## src/sv/plm_ram.sv

```systemverilog
// plm_ram: generic single-port-write, single-port-read RAM with registered read.
// Depends on nothing.
module plm_ram #(
    parameter int WIDTH = 8,
    parameter int DEPTH = 32
) (
    input  logic                                  aclk,
    input  logic                                  wr_en,
    input  logic [(DEPTH > 1 ? $clog2(DEPTH) : 1)-1:0] wr_addr,
    input  logic [WIDTH-1:0]                      wr_data,
    input  logic [(DEPTH > 1 ? $clog2(DEPTH) : 1)-1:0] rd_addr,
    output logic [WIDTH-1:0]                      rd_data
);

    logic [WIDTH-1:0] mem [DEPTH];

    always_ff @(posedge aclk) begin
        if (wr_en) begin
            mem[wr_addr] <= wr_data;
        end
        rd_data <= mem[rd_addr];
    end

endmodule

```

## config.mk

```make
export PLATFORM = sky130hd
export DESIGN_NAME = plm_ram
export DESIGN_NICKNAME = d
export VERILOG_FILES = /design/src/sv/plm_ram.sv
export SDC_FILE = /design/constraint.sdc
export NUM_CORES = 1
export LEC_CHECK = 0
export ABC_CLOCK_PERIOD_IN_PS = 4840
export BUFFER_PORTS_ARGS = -buffer_cell sky130_fd_sc_hd__buf_4
export CAP_MARGIN = 20
export CORE_ASPECT_RATIO = 1.5
export CORE_MARGIN = 4
export CORE_UTILIZATION = 50
export DETAILED_ROUTE_END_ITERATION = 10
export GPL_ROUTABILITY_DRIVEN = 0
export PLACE_DENSITY = 0.67
export REMOVE_ABC_BUFFERS = 1
export SETUP_SLACK_MARGIN = 0.3
export SYNTH_ARGS = -nofsm -noshare
export SYNTH_HDL_FRONTEND = slang
export SYNTH_SLANG_ARGS = --single-unit
```

## constraint.sdc

```tcl
create_clock -name aclk -period 4.84 [get_ports aclk]
set_input_delay 0.726 -clock aclk [delete_from_list [all_inputs] [get_ports aclk]]
set_output_delay 0.726 -clock aclk [all_outputs]
set_load 0.01 [all_outputs]
```

==> summary.txt, run 1 <==
Cells and area
  – Post-route cell area: 0.0112 sq mm
  – Filler Cell Count: 1,424
  – Share of cells above drive strength 1: 0.325
  – Most common cell after layout, fill and taps aside: edfxtp_1
  – Fin nets: 475
  – Layout area overhead: 11.2%
  – Ant. Diodes: 0
  – Most frequent cells in the layout: edfxtp_1 (256), mux4_2 (80), nor2_1 (33)

Timing
  – Relative slew margins: 0.300
  – Worst hold slack: 0.630 ns
  – Min Tclk post-route: 2.60 ns
  – RSZ-0062 raised after global routing: false
  – Clk_skew: 0.0175 ns
  – Total Neg Setup Slack: 0 ns
  – FMAX: 0.385 GHz
  – Worst-Margin Slew: 1.05 ns
  – Pins Over Slew Limit: 0
  – Period utilization: 0.537
  – Final Hold Fails: 0
  – Final setup vio count: 0

Critical path
  – CP endpoint kind: flip-flop
  – Crit path from: rd_addr[0]
  – Worst Path Arrival: 2.98 ns
  – Critical Path RT: 5.22 ns
  – Worst-case reg-to-reg path depth: 3
  – CP startpoint kind: primary input
  – FF-to-FF End: rd_data[6]
  – Worst r2r src: mem[21][6]
  – Crit Path Max Fanout: 32
  – R2R setup slack: 2.98 ns
  – WS Path Type: in -> reg
  – Setup crit end: rd_data[1]

Drt
  – DR iter-0 viols: 525
  – Pre-Repair DR Iteration Count: 5
  – Vias: 4,434
  – Routed Antenna Nets: 0
  – DRT Wirelength: 20.7 mm
  – DR WL/cell: 28.5 microns
  – # DRC: 0
  – Routed vias/inst: 6.10

Die
  – Chip Width: 124 microns
  – Initial core utilization: 0.508
  – # rows: 63
  – Die H: 182 microns
  – DIE AREA: 0.0225 sq mm
  – Top-level port count: 28
  – Core ar.: 0.0198 sq mm

Placed design
  – Post-DP HPWL: 13.1 mm
  – Placed cell areas: 0.0105 sq mm
  – IO buf count: 27

Clocking
  – Clock buffer depth: 3
  – Hold buffer count at cts: 0
  – H-tree depth: 1
  – CTS clock-pin slew for the worst setup and hold paths: 0.06 ns
  – CTS root buf: clkbuf_16
  – CTS buffer count: 23
  – Clock tree sinks: 264
  – CTS tree: yes
  – CTS resizes: 0
  – Setup repair bufs after CTS: 0
  – Clk_lat worst skew: 0.50 ns

Logic synthesis
  – #FFs+latches synth: 264
  – Sequential area share after synthesis: 0.781
  – Distinct cells, synth: 15
  – Yosys warns: 0
  – Post-synthesis cell area: 0.0101 sq mm
  – Syn avg cell area: 24.1 sq um
  – Cell count after synthesis: 417

Power
  – Lkg Pwr: 0.00344 uW
  – Max IR drop VDD: 0.241 mV
  – Pwr per Cell Area: 396 mW/mm^2

GRT
  – Vias in the first global route: 4,583
  – Total grt overflow: 0
  – Largest net degree at the start of global routing: 65
  – GRT Overall Usage: 0.192
  – Initial antenna violation count: 0
  – Global-route wire length before repair: 30.6 mm

Run status
  – Status: complete, no violations

Run
  – Max-Cap Viols: 0

Worst hold path
  – Hold Crit Class: in -> reg
## registers in the layout, summed over array words and instances, names as in the netlist
register / count
mem: 256
rd_data: 8
## routing by layer
layer,part of all wire,GRT usage,vias to the layer above
met5,0,0,-
met4,0.011,0.0373,0
met3,0.074,0.0265,25
met2,0.53,0.322,189
met1,0.39,0.273,2378
li1,-,-,1842
## through the flow
step                      std cells  utilization  power (uW)  setup slack, ns
final                           727        0.565        4430             2.24
after global routing            727        0.565        4560             2.09
after CTS                       724        0.563        4450             2.19
after detailed placement        687        0.531        2850             1.68
after global placement          687        0.531        2850             1.66
after floorplan                 397            -        2710             2.80
## how the worst min path moves through the flow
stage          startpoint         end  depth (start not counted)
6_report       rd_addr[3]  rd_data[7]                          2
3_3_place_gp   mem[30][5]  rd_data[5]                          3
4_1_cts        rd_addr[3]  rd_data[7]                          2
2_1_floorplan  wr_data[0]   mem[0][0]                          0
5_1_grt        rd_addr[3]  rd_data[7]                          2
3_5_place_dp   mem[26][0]  rd_data[0]                          3
## layout make-up
cell class,count,area [sq um],share of cell area
clock buffer,31,616,0.0551
clock inverter,6,30.0,0.00269
multi-input combinational,133,2100,0.188
sequential,264,7850,0.702
tap,260,325,0.0291
timing repair buffer,33,259,0.0232
## Yosys cell counts
library cell,count,area (sq um)
or3_1,1,6.26
buf_4,6,45.0
mux4_2,80,1800
clkbuf_1,6,22.5
dfxtp_1,8,160
nor2_1,33,124
buf_1,6,22.5
nand3_1,2,10.0
buf_6,1,11.3
nand2_1,1,3.75
or3b_2,3,26.3
buf_2,1,5.00
nand3b_1,5,37.5
edfxtp_1,256,7690
mux2_2,8,90.1
## cells by family after synthesis
kind of cell / Yosys count / synth area share
flip-flops: 264 / 0.781
multiplexers: 88 / 0.188
AND/OR/NAND/NOR: 45 / 0.0207
buffers and inverters: 20 / 0.0106
## report_power, final
part / leakage (uW) / switching (uW) / internal [uW] / total, uW
logic: 0.000756 / 134 / 110 / 244
registers: 0.00237 / 12.7 / 2540 / 2550
clock network: 0.000314 / 742 / 885 / 1630
total: 0.00344 / 889 / 3540 / 4430
## critical path: stages
cell and delay, ns:
buf_4 0.49, buf_4 0.35, mux4_2 0.59, mux4_2 0.53, mux2_2 0.27
(Power assumes the default switching activity.)
==> run 2, diff against run 1 <==
--- a/config.mk
+++ b/config.mk
@@ -5,7 +5,8 @@
 export SDC_FILE = /design/constraint.sdc
 export NUM_CORES = 1
 export LEC_CHECK = 0
-export ABC_CLOCK_PERIOD_IN_PS = 4840
+export ABC_AREA = 1
+export ABC_CLOCK_PERIOD_IN_PS = 2500
 export BUFFER_PORTS_ARGS = -buffer_cell sky130_fd_sc_hd__buf_4
 export CAP_MARGIN = 20
 export CORE_ASPECT_RATIO = 1.5
==> constraint.sdc (replaced) <==
create_clock -name aclk -period 2.5 [get_ports aclk]
set_input_delay 0.375 -clock aclk [delete_from_list [all_inputs] [get_ports aclk]]
set_output_delay 0.375 -clock aclk [all_outputs]
set_load 0.01 [all_outputs]
==> summary.txt, run 2 <==
Die
  – Top-level port count: 28
  – Die H: 188 microns
  – DIE AREA: 0.0240 sq mm
  – Core ar.: 0.0211 sq mm
  – # rows: 65
  – Initial core utilization: 0.510
  – Chip Width: 128 microns

Cells and area
  – Filler Cell Count: 1,718
  – Biggest register: mem
  – Most frequent cells in the layout: nand2_1 (360), edfxtp_1 (256), nand3_1 (204)
  – Max reg flops: 256
  – Top Registers: mem: 256 flops, rd_data: 8 flops
  – Share of cells above drive strength 1: 0.114
  – Layout area overhead: 12.5%
  – Fin nets: 986
  – Most common cell after layout, fill and taps aside: nand2_1
  – Ant. Diodes: 0

Drt
  – Pre-Repair DR Iteration Count: 5
  – DRT Wirelength: 24.4 mm
  – Routed vias/inst: 5.43
  – # DRC: 0
  – DR iter-0 viols: 597
  – Vias: 6,795
  – DR WL/cell: 19.5 microns
  – Routed Antenna Nets: 0

Timing
  – Worst-Margin Slew: 0.624 ns
  – FMAX: 0.658 GHz
  – Relative slew margins: 0.584
  – Clk_skew: 0.00996 ns
  – Worst hold slack: 0.148 ns
  – Total Neg Setup Slack: 0 ns
  – Pins Over Slew Limit: 0
  – Final setup vio count: 0
  – Final worst slack: 0.981 ns
  – RSZ-0062 raised after global routing: false
  – Period utilization: 0.608
  – Min Tclk post-route: 1.52 ns
  – Final Hold Fails: 0

Logic synthesis
  – Post-synthesis cell area: 0.0108 sq mm
  – Yosys warns: 0
  – Synth top area cells: edfxtp_1 (71%), nand2_1 (13%), nand3_1 (9.5%)
  – Syn avg cell area: 11.7 sq um
  – Distinct cells, synth: 12
  – Cell count after synthesis: 922
  – Synth cell count leaders: nand2_1 (360), edfxtp_1 (256), nand3_1 (204), nor2_1 (32), buf_6 (24)
  – Sequential area share after synthesis: 0.728
  – Main synth FF type: edfxtp_1
  – Top-count cell post-synth: nand2_1
  – #FFs+latches synth: 264
  – Asr flop ratio synth: 0
  – Number of synthesized flops with an enable pin: 256
  – Yosys top cell area share: 0.713
  – Biggest area consumer among synthesized cells: edfxtp_1

GRT
  – Vias in the first global route: 6,617
  – Global-route wire length before repair: 37.9 mm
  – Total grt overflow: 0
  – Initial antenna violation count: 0
  – GRT Overall Usage: 0.205
  – Largest net degree at the start of global routing: 129

Power
  – Pwr per Cell Area: 766 mW/mm^2
  – Lkg Pwr: 0.00456 uW
  – Max IR drop VDD: 0.456 mV

Worst hold path
  – Hold Crit Class: in -> reg

Placed design
  – Place WS: 0.477 ns
  – IO buf count: 27
  – Post-DP HPWL: 14.2 mm

Critical path
  – Crit path cell chain: buf_4, clkinv_2, buf_12, buf_4, nand2_1, nand3_1, nand3_1, nand2_1, nand2_1, nand2_1, nand2_1, nand2_1
  – Critical Path RT: 2.91 ns
  – Crit Path Max Fanout: 51
  – CP endpoint kind: flip-flop
  – WS Path Type: in -> reg
  – Max stage delay on crit path: 0.34 ns
  – Worst Path Arrival: 1.93 ns
  – Cell at the slowest stage of the critical path: clkinv_2
  – Most frequent CP cell: nand2_1
  – CP startpoint kind: primary input

Clocking
  – CTS clock-pin slew for the worst setup and hold paths: 0.07 ns
  – Clock tree sinks: 264
  – Hold buffer count at cts: 0
  – H-tree depth: 1
  – CTS tree: yes
  – CTS root buf: clkbuf_16
  – Clk_lat worst skew: 0.51 ns
  – Setup repair bufs after CTS: 0
  – CTS buffer count: 24
  – CTS resizes: 0
  – Clock buffer depth: 3

Run status
  – Status: complete, no violations

Run
  – Max-Cap Viols: 0
run 2: worst paths after layout:
path / startpoint / to / slack [ns] / cells past startpoint
max: rd_addr[0] / rd_data[3] / 0.98 / 12
min reg2reg: mem[18][1] / rd_data[1] / 0.75 / 8
min: rd_addr[4] / rd_data[1] / 0.15 / 3
max reg2reg: mem[13][7] / rd_data[7] / 1.34 / 8
run 2: cell type report:
class | count | area, sq um | area share
repair buffers | 70 | 588 | 0.0485
clock inverters | 12 | 136 | 0.0112
flip-flops and latches | 264 | 7850 | 0.647
inverters | 10 | 38.8 | 0.00320
multi-input cells | 596 | 2490 | 0.205
clock buffers | 32 | 692 | 0.0570
well taps | 268 | 335 | 0.0276
run 2: power breakdown:
part	switching, uW	total (uW)	internal [uW]	leakage, uW
Clock	1510	3760	2250	0.000412
Sequential	20.8	4940	4920	0.00237
Combinational	418	594	175	0.00178
run 2: kinds of logic after synthesis:
| family | Yosys count | synth area share |
|---|---|---|
| simple gates | 596 | 0.231 |
| flops | 264 | 0.728 |
| buf+inv | 62 | 0.0414 |
run 2: stage by stage:
| step | instances | power, uW | area [sq um] | utilization |
|---|---|---|---|---|
| 6_report | 1252 | 9290 | 12100 | 0.574 |
| 5_1_grt | 1252 | 9600 | 12100 | 0.574 |
| 4_1_cts | 1252 | 9340 | 12100 | 0.574 |
| 3_5_place_dp | 1208 | 5630 | 11300 | 0.534 |
| 3_3_place_gp | 1208 | 5620 | 11300 | 0.534 |
| 2_1_floorplan | 870 | 5290 | 10400 | - |
run 2: worst max-delay path: cells and delay by family:
| family | cells | cell delay (ns) |
|---|---|---|
| simple gates | 8 | 0.53 |
| buf+inv | 4 | 0.99 |
run 2: per-layer routing:
| layer | vias to the layer above | wire (microns) | GRT usage |
|---|---|---|---|
| li1 | 3278 | - | - |
| met1 | 3286 | 9530 | 0.263 |
| met2 | 196 | 13100 | 0.368 |
| met3 | 35 | 1370 | 0.0231 |
| met4 | 0 | 488 | 0.0576 |
| met5 | - | 0 | 0 |
